$ cat src/sbsc_pkg.sv
`timescale 1ns / 1ps
// ----------------------------------------------------------------------------
// Sprite blit package
// Shared constants, types and helpers for the sprite compositor.
// ----------------------------------------------------------------------------
package sbsc_pkg;

    localparam int SCREEN_COLS = 512;
    localparam int SCREEN_ROWS = 256;
    localparam int MAX_SPRITE  = 64;

    localparam int COL_W   = $clog2(SCREEN_COLS);
    localparam int ROW_W   = $clog2(SCREEN_ROWS);
    localparam int ADDR_W  = $clog2(SCREEN_COLS * SCREEN_ROWS);
    localparam int CNT_W   = $clog2(MAX_SPRITE);
    localparam int SAVE_AW = $clog2(MAX_SPRITE * MAX_SPRITE);
    localparam int SIZE_W  = 7;
    localparam int PIX_W   = 8;

    typedef enum logic [2:0] {
        OP_BEGIN_DRAW    = 3'd0,
        OP_DRAW_PIXEL    = 3'd1,
        OP_BEGIN_RESTORE = 3'd2,
        OP_RESTORE_PIXEL = 3'd3,
        OP_READ_SCREEN   = 3'd4
    } op_t;

    typedef enum logic [1:0] {
        ST_CLEAR,
        ST_IDLE,
        ST_ISSUE,
        ST_COMMIT
    } state_t;

    typedef struct packed {
        logic in_ready;
        logic rd_en;
        logic commit;
        logic clear_wr;
    } ctrl_t;

    // A size of zero becomes one, anything above the largest sprite is capped.
    function automatic logic [SIZE_W-1:0] clamp_size(input logic [SIZE_W-1:0] v);
        logic [SIZE_W-1:0] r;
        if (v == '0)
        begin
            r = SIZE_W'(1);
        end
        else if (v > SIZE_W'(MAX_SPRITE))
        begin
            r = SIZE_W'(MAX_SPRITE);
        end
        else
        begin
            r = v;
        end
        return r;
    endfunction

endpackage

$ cat src/sbsc_fsm.sv
`timescale 1ns / 1ps
// ----------------------------------------------------------------------------
// Sprite blit sequencer
// Runs the frame store clearing pass, then steps each word through
// read and commit.
// ----------------------------------------------------------------------------
module sbsc_fsm
    import sbsc_pkg::*;
(
    input  logic              clk,
    input  logic              rst_n,
    input  logic              in_valid,
    input  logic              out_free,
    output ctrl_t             ctrl,
    output logic [ADDR_W-1:0] clr_addr
);

    state_t            state_reg;
    state_t            state_next;
    logic [ADDR_W-1:0] clr_addr_reg;
    logic [ADDR_W-1:0] clr_addr_next;

    always_ff @(posedge clk or negedge rst_n)
    begin
        if (!rst_n)
        begin
            state_reg    <= ST_CLEAR;
            clr_addr_reg <= '0;
        end
        else
        begin
            state_reg    <= state_next;
            clr_addr_reg <= clr_addr_next;
        end
    end

    always_comb
    begin
        state_next = state_reg;
        unique case (state_reg)
            ST_CLEAR:
            begin
                if (clr_addr_reg == '1)
                begin
                    state_next = ST_IDLE;
                end
            end
            ST_IDLE:
            begin
                if (in_valid)
                begin
                    state_next = ST_ISSUE;
                end
            end
            ST_ISSUE:
            begin
                state_next = ST_COMMIT;
            end
            ST_COMMIT:
            begin
                if (out_free)
                begin
                    state_next = ST_IDLE;
                end
            end
            default:
            begin
                state_next = ST_IDLE;
            end
        endcase
    end

    always_comb
    begin
        ctrl          = '0;
        clr_addr_next = clr_addr_reg;
        unique case (state_reg)
            ST_CLEAR:
            begin
                ctrl.clear_wr = 1'b1;
                clr_addr_next = clr_addr_reg + ADDR_W'(1);
            end
            ST_IDLE:
            begin
                ctrl.in_ready = 1'b1;
            end
            ST_ISSUE:
            begin
                ctrl.rd_en = 1'b1;
            end
            ST_COMMIT:
            begin
                ctrl.commit = out_free;
            end
            default:
            begin
                ctrl = '0;
            end
        endcase
    end

    assign clr_addr = clr_addr_reg;

endmodule

$ cat config.mk
export PLATFORM = sky130hd
export DESIGN_NAME = sbsc_fsm
export DESIGN_NICKNAME = d
export VERILOG_FILES = /design/src/sbsc_pkg.sv /design/src/sbsc_fsm.sv
export SDC_FILE = /design/constraint.sdc
export NUM_CORES = 1
export LEC_CHECK = 0
export ABC_AREA = 0
export ABC_CLOCK_PERIOD_IN_PS = 2200
export BUFFER_PORTS_ARGS = -buffer_cell sky130_fd_sc_hd__buf_2
export CAP_MARGIN = 20
export CORE_AREA = 2 2 50 52
export DETAILED_ROUTE_END_ITERATION = 16
export DIE_AREA = 0 0 52 54
export PLACE_DENSITY_LB_ADDON = 0.05
export SLEW_MARGIN = 40
export SYNTH_ARGS = -nofsm -noshare
export SYNTH_HDL_FRONTEND = slang
export SYNTH_SLANG_ARGS = --single-unit
$ cat constraint.sdc
create_clock -name clk -period 2.2 [get_ports clk]
set_input_delay 0.44 -clock clk [delete_from_list [all_inputs] [get_ports clk]]
set_output_delay 0.44 -clock clk [all_outputs]
set_load 0.03 [all_outputs]
Word-level counts from Yosys, hierarchy flattened

Index checks and enable logic that the tools add are counted.

Flip-flop bits (word level): 19
Input port bits: 4
Output and inout port bits: 21

Add/sub/neg operators: 1
Eq/ne operators: 7
Muxes and demuxes: 8
Reduce and logical (&&, ||, !) cells: 2

Operator list:

| kind                                                                   | count |
|---|---|
| 17-bit by 1-bit adder with 17-bit output (second input constant)       | 1 |
| 17-bit equality test (second input constant)                           | 1 |
| 2-bit one-hot mux with 4 select lines                                  | 1 |
| 2-bit two-way mux                                                      | 3 |
| 2-bit inequality test (second input constant)                          | 3 |
| 2-bit equality test (second input constant)                            | 2 |
| 1-bit two-way mux                                                      | 4 |
| 3-bit AND reduction                                                    | 1 |
| 2-bit by 1-bit equality test with 1-bit output (second input constant) | 1 |
| 2-bit logical NOT                                                      | 1 |

Logic depth before layout (Yosys ltp)

Depth after elaboration: 3
Depth in mapped cells: 8

Worst setup path after synthesis

Ideal clock, no wire load.

Path kind: register -> register
Start point: reg clr_addr_reg[0], in the netlist clr_addr[0]
End point: reg state_reg[0]
Data arrival time: 1.995 ns
Required time: 2.121 ns
Setup slack: 0.125 ns
Cell stages (with the launch flop): 8
Buffers on the path: 0
Period minus slack after synthesis: 2.075 ns
Path through: dfrtp_1 > ha_1 > nand3_1 > nor3_1 > ha_1 > inv_1 > a222oi_1 > mux2i_1

Word-level cells in the longest chain between the ends: 3

RTL lines:

| item                                   | RTL line       | source |
|---|---|---|
| start, declared                        | sbsc_fsm.sv:20 | `logic [ADDR_W-1:0] clr_addr_reg;` |
| start signal, assigned                 | sbsc_fsm.sv:33 | `clr_addr_reg <= clr_addr_next;` |
| 17-bit equality test                   | sbsc_fsm.sv:43 | `if (clr_addr_reg == '1)` |
| 2-bit inequality test (no source line) | --             |  |
| 3-bit AND reduction (no source line)   | --             |  |
| end signal, assigned                   | sbsc_fsm.sv:32 | `state_reg <= state_next;` |
| end, declared                          | sbsc_fsm.sv:18 | `state_t state_reg;` |

Every way passes these cells.
A chain may end at the register's enable or synchronous reset.

Worst setup path after layout

Ends and elaborated chain as after synthesis.

==> reports/qor.csv <==
stage,metric,value,unit
power,ir_drop,0.000686,V
power,net-switching-power,0.000522,W
clock_network,root_buffer,clkbuf_4,
global_routing,grt_usage,14.9,%
die,initial_core_util,41.5,%
sta,post-route-period-util,90.4,%
hold_path,hold_class,primary input to async pin,
cells_and_area,largest_reg_flops,17,
power,power_frac_comb,42.6,%
routing,drt-initial-drc-count,6,
yosys,synth_area_leaders,"dfrtp_1, ha_1, xnor2_1, xor2_1, nand3_1",
placed_design,dpl_worst_slack,0.135,ns
routing,dr_total_vias,653,
clock_network,clock_sinks,19,
clock_network,ctsLongestPathBuffers,2,
sta,finalSetupViolations,0,
sta,fin_hold_ws,0.0702,ns
placed_design,hpwlAfterDp,1270,um
worst_setup_path,cp_max_fo,4,
sta,final.min_clock_period,1.99,ns
cells_and_area,final_common_cell,buf_2,
yosys,yosysTopAreaCell,dfrtp_1,
sta,tns,0,ns
yosys,netlist_instances,80,
yosys,netlist.area_leader.share,49.4,%
routing,wl_met3,76,um
die,ios,25,
sta,slew-limit-headroom,70.9,%
cells_and_area,nNetsFinal,121,
power,leakage,0.628,nW
clock_network,cts_setup_buffers,0,
cells_and_area,layout-drive-gt1-share,34.9,%
yosys,synth_area,962,um2
sta,slew_viol_final,0,
placed_design,gp_congestion,0.683,
sta,worst_slack,0.211,ns
sta,tightest_slew,0.437,ns
global_routing,grt_pass1_wl,2990,um
power,p_int,0.000671,W
power,clockPowerShare,14.7,%
sta,rsz0062_at_grt,false,
power,power_density,1040,mW/mm2
yosys,ys_seq_area_share,49.4,%
sta,max_freq,503,MHz
global_routing,antenna_found_initial,0,
placed_design,portBuffers,24,
sta,finalClockSkew,0.00928,ns
global_routing,grt_overflow,0,
yosys,ys_ff_latch,19,
clock_network,ctsResizeCount,0,
yosys,synth_cell_types,22,
routing,wl_met1,871,um
die,design.die.area,0.00281,mm2
routing,viasPerCell,4.70,
worst_setup_path,critPathArrivalTime,2.21,ns
die,core,0.00232,mm2
worst_setup_path,cp-end-kind,flop,
clock_network,cts_tree,done,
die,row_count,18,
routing,dr.pass1.iters,4,
power,swShare,43.8,%
routing,met2WireLength,770,um
routing,routed_wl,1740,um
yosys,synth_warnings,0,
run,cap_violations,0,
clock_network,cts.clk_slew.worst_paths,0.11,ns
routing,postRouteAntennaNets,0,
routing,highest_layer,met4,
global_routing,grt_max_degree,20,
die,die_h,54,um
die,die_x,52,um
cells_and_area,area_delta_synth_final,19.5,%
clock_network,clk_latency,0.29,ns
clock_network,cts_max_level,1,
power,seq_power_share,42.7,%
yosys,synthesis.nets,91,
worst_setup_path,worstSetupPathType,flop to flop,
clock_network,cts_made_buffers,3,
worst_setup_path,startpoint_type,flop,
global_routing,grt_pass1_vias,643,
routing,wire_per_inst,12.5,um
clock_network,cts_hold_buf,0,
cells_and_area,antenna_cells,0,
run_status,status,"finished, final reports clean",
cells_and_area,layout_common_cells,"buf_2, dfrtp_1, xnor2_1",
routing,drc_errors,0,
sta,finalHoldViolCount,0,
yosys,synth.avg_cell_area,12.0,um2
worst_setup_path,worst_ep_required_time,2.43,ns
==> cell families after synthesis <==
| logic type | count (synthesis) | share of synthesized area [%] |
|---|---|---|
| simple gates | 28 | 19.8 |
| flops | 19 | 49.4 |
| xor+xnor | 15 | 13.7 |
| fa+ha+maj | 7 | 9.10 |
| buf+inv | 6 | 3.12 |
| mux | 3 | 3.38 |
| compound gates | 2 | 1.56 |
==> power groups by stage <==
stage | Clock [W] | Combinational, W | Sequential [W]
after global routing | 0.000200 | 0.000558 | 0.000518
after CTS | 0.000191 | 0.000495 | 0.000511
after global placement | 0 | 0.000488 | 0.000513
final | 0.000176 | 0.000508 | 0.000509
after floorplan | 0 | 0.000302 | 0.000593
after detailed placement | 0 | 0.000494 | 0.000516
==> synthesized netlist by cell type, drive strengths merged <==
cell type  number
a222oi          1
nand4           3
nor2            2
mux2i           1
nor3            2
and3            5
o21ai           1
mux2            2
dfrtp          19
nor4            1
xnor2           9
xor2            6
nand3           8
and2            1
inv             5
buf             1
nand2           6
ha              7
==> per-stage QoR <==
stage / total power, W / cells / cell area (um2) / util, %
2_1_floorplan: 0.000895 / 80 / 962 / -
3_3_place_gp: 0.00100 / 134 / 1120 / 48.1
3_5_place_dp: 0.00101 / 134 / 1120 / 48.1
4_1_cts: 0.00120 / 138 / 1140 / 49.2
5_1_grt: 0.00128 / 139 / 1150 / 49.6
6_report: 0.00119 / 139 / 1150 / 49.6
==> cell type report <==
cell class              count  area, um2
flip-flops and latches     19        475
inverters                   5       18.8
multi-input cells          55        457
clock buffers               4       26.3
repair buffers             26        135
well taps                  30       37.5
fillers                   241       1170
==> path summary, 6_finish.rpt <==
path	depth (start not counted)	to	start	slack [ns]
min in group clk	1	clr_addr[15]$_DFFE_PN0N_	clr_addr[15]$_DFFE_PN0N_	0.51
setup / recovery	8	state_reg[0]$_DFFE_PN0P_	clr_addr[0]$_DFFE_PN0N_	0.21
max in group asynchronous	1	clr_addr[10]$_DFFE_PN0N_	rst_n	1.82
setup reg to reg	8	state_reg[0]$_DFFE_PN0P_	clr_addr[0]$_DFFE_PN0N_	0.21
hold reg to reg	1	clr_addr[15]$_DFFE_PN0N_	clr_addr[15]$_DFFE_PN0N_	0.51
hold / removal	1	clr_addr[13]$_DFFE_PN0N_	rst_n	0.07
==> worst max-delay path, cell delays in order (launching register included) <==
cell and delay, ns:
dfrtp_1 0.46, ha_1 0.22, nand3_1 0.14, nor3_1 0.23, ha_1 0.18, inv_1 0.04
a222oi_1 0.30, buf_4 0.18, mux2i_1 0.18
==> per-layer routing <==
metal  track usage (%)  vias up
met2              23.2       15
met4              9.21        0
li1                  -      326
met5                 0        -
met3              2.78        2
met1              19.1      310
(Power assumes the default switching activity.)
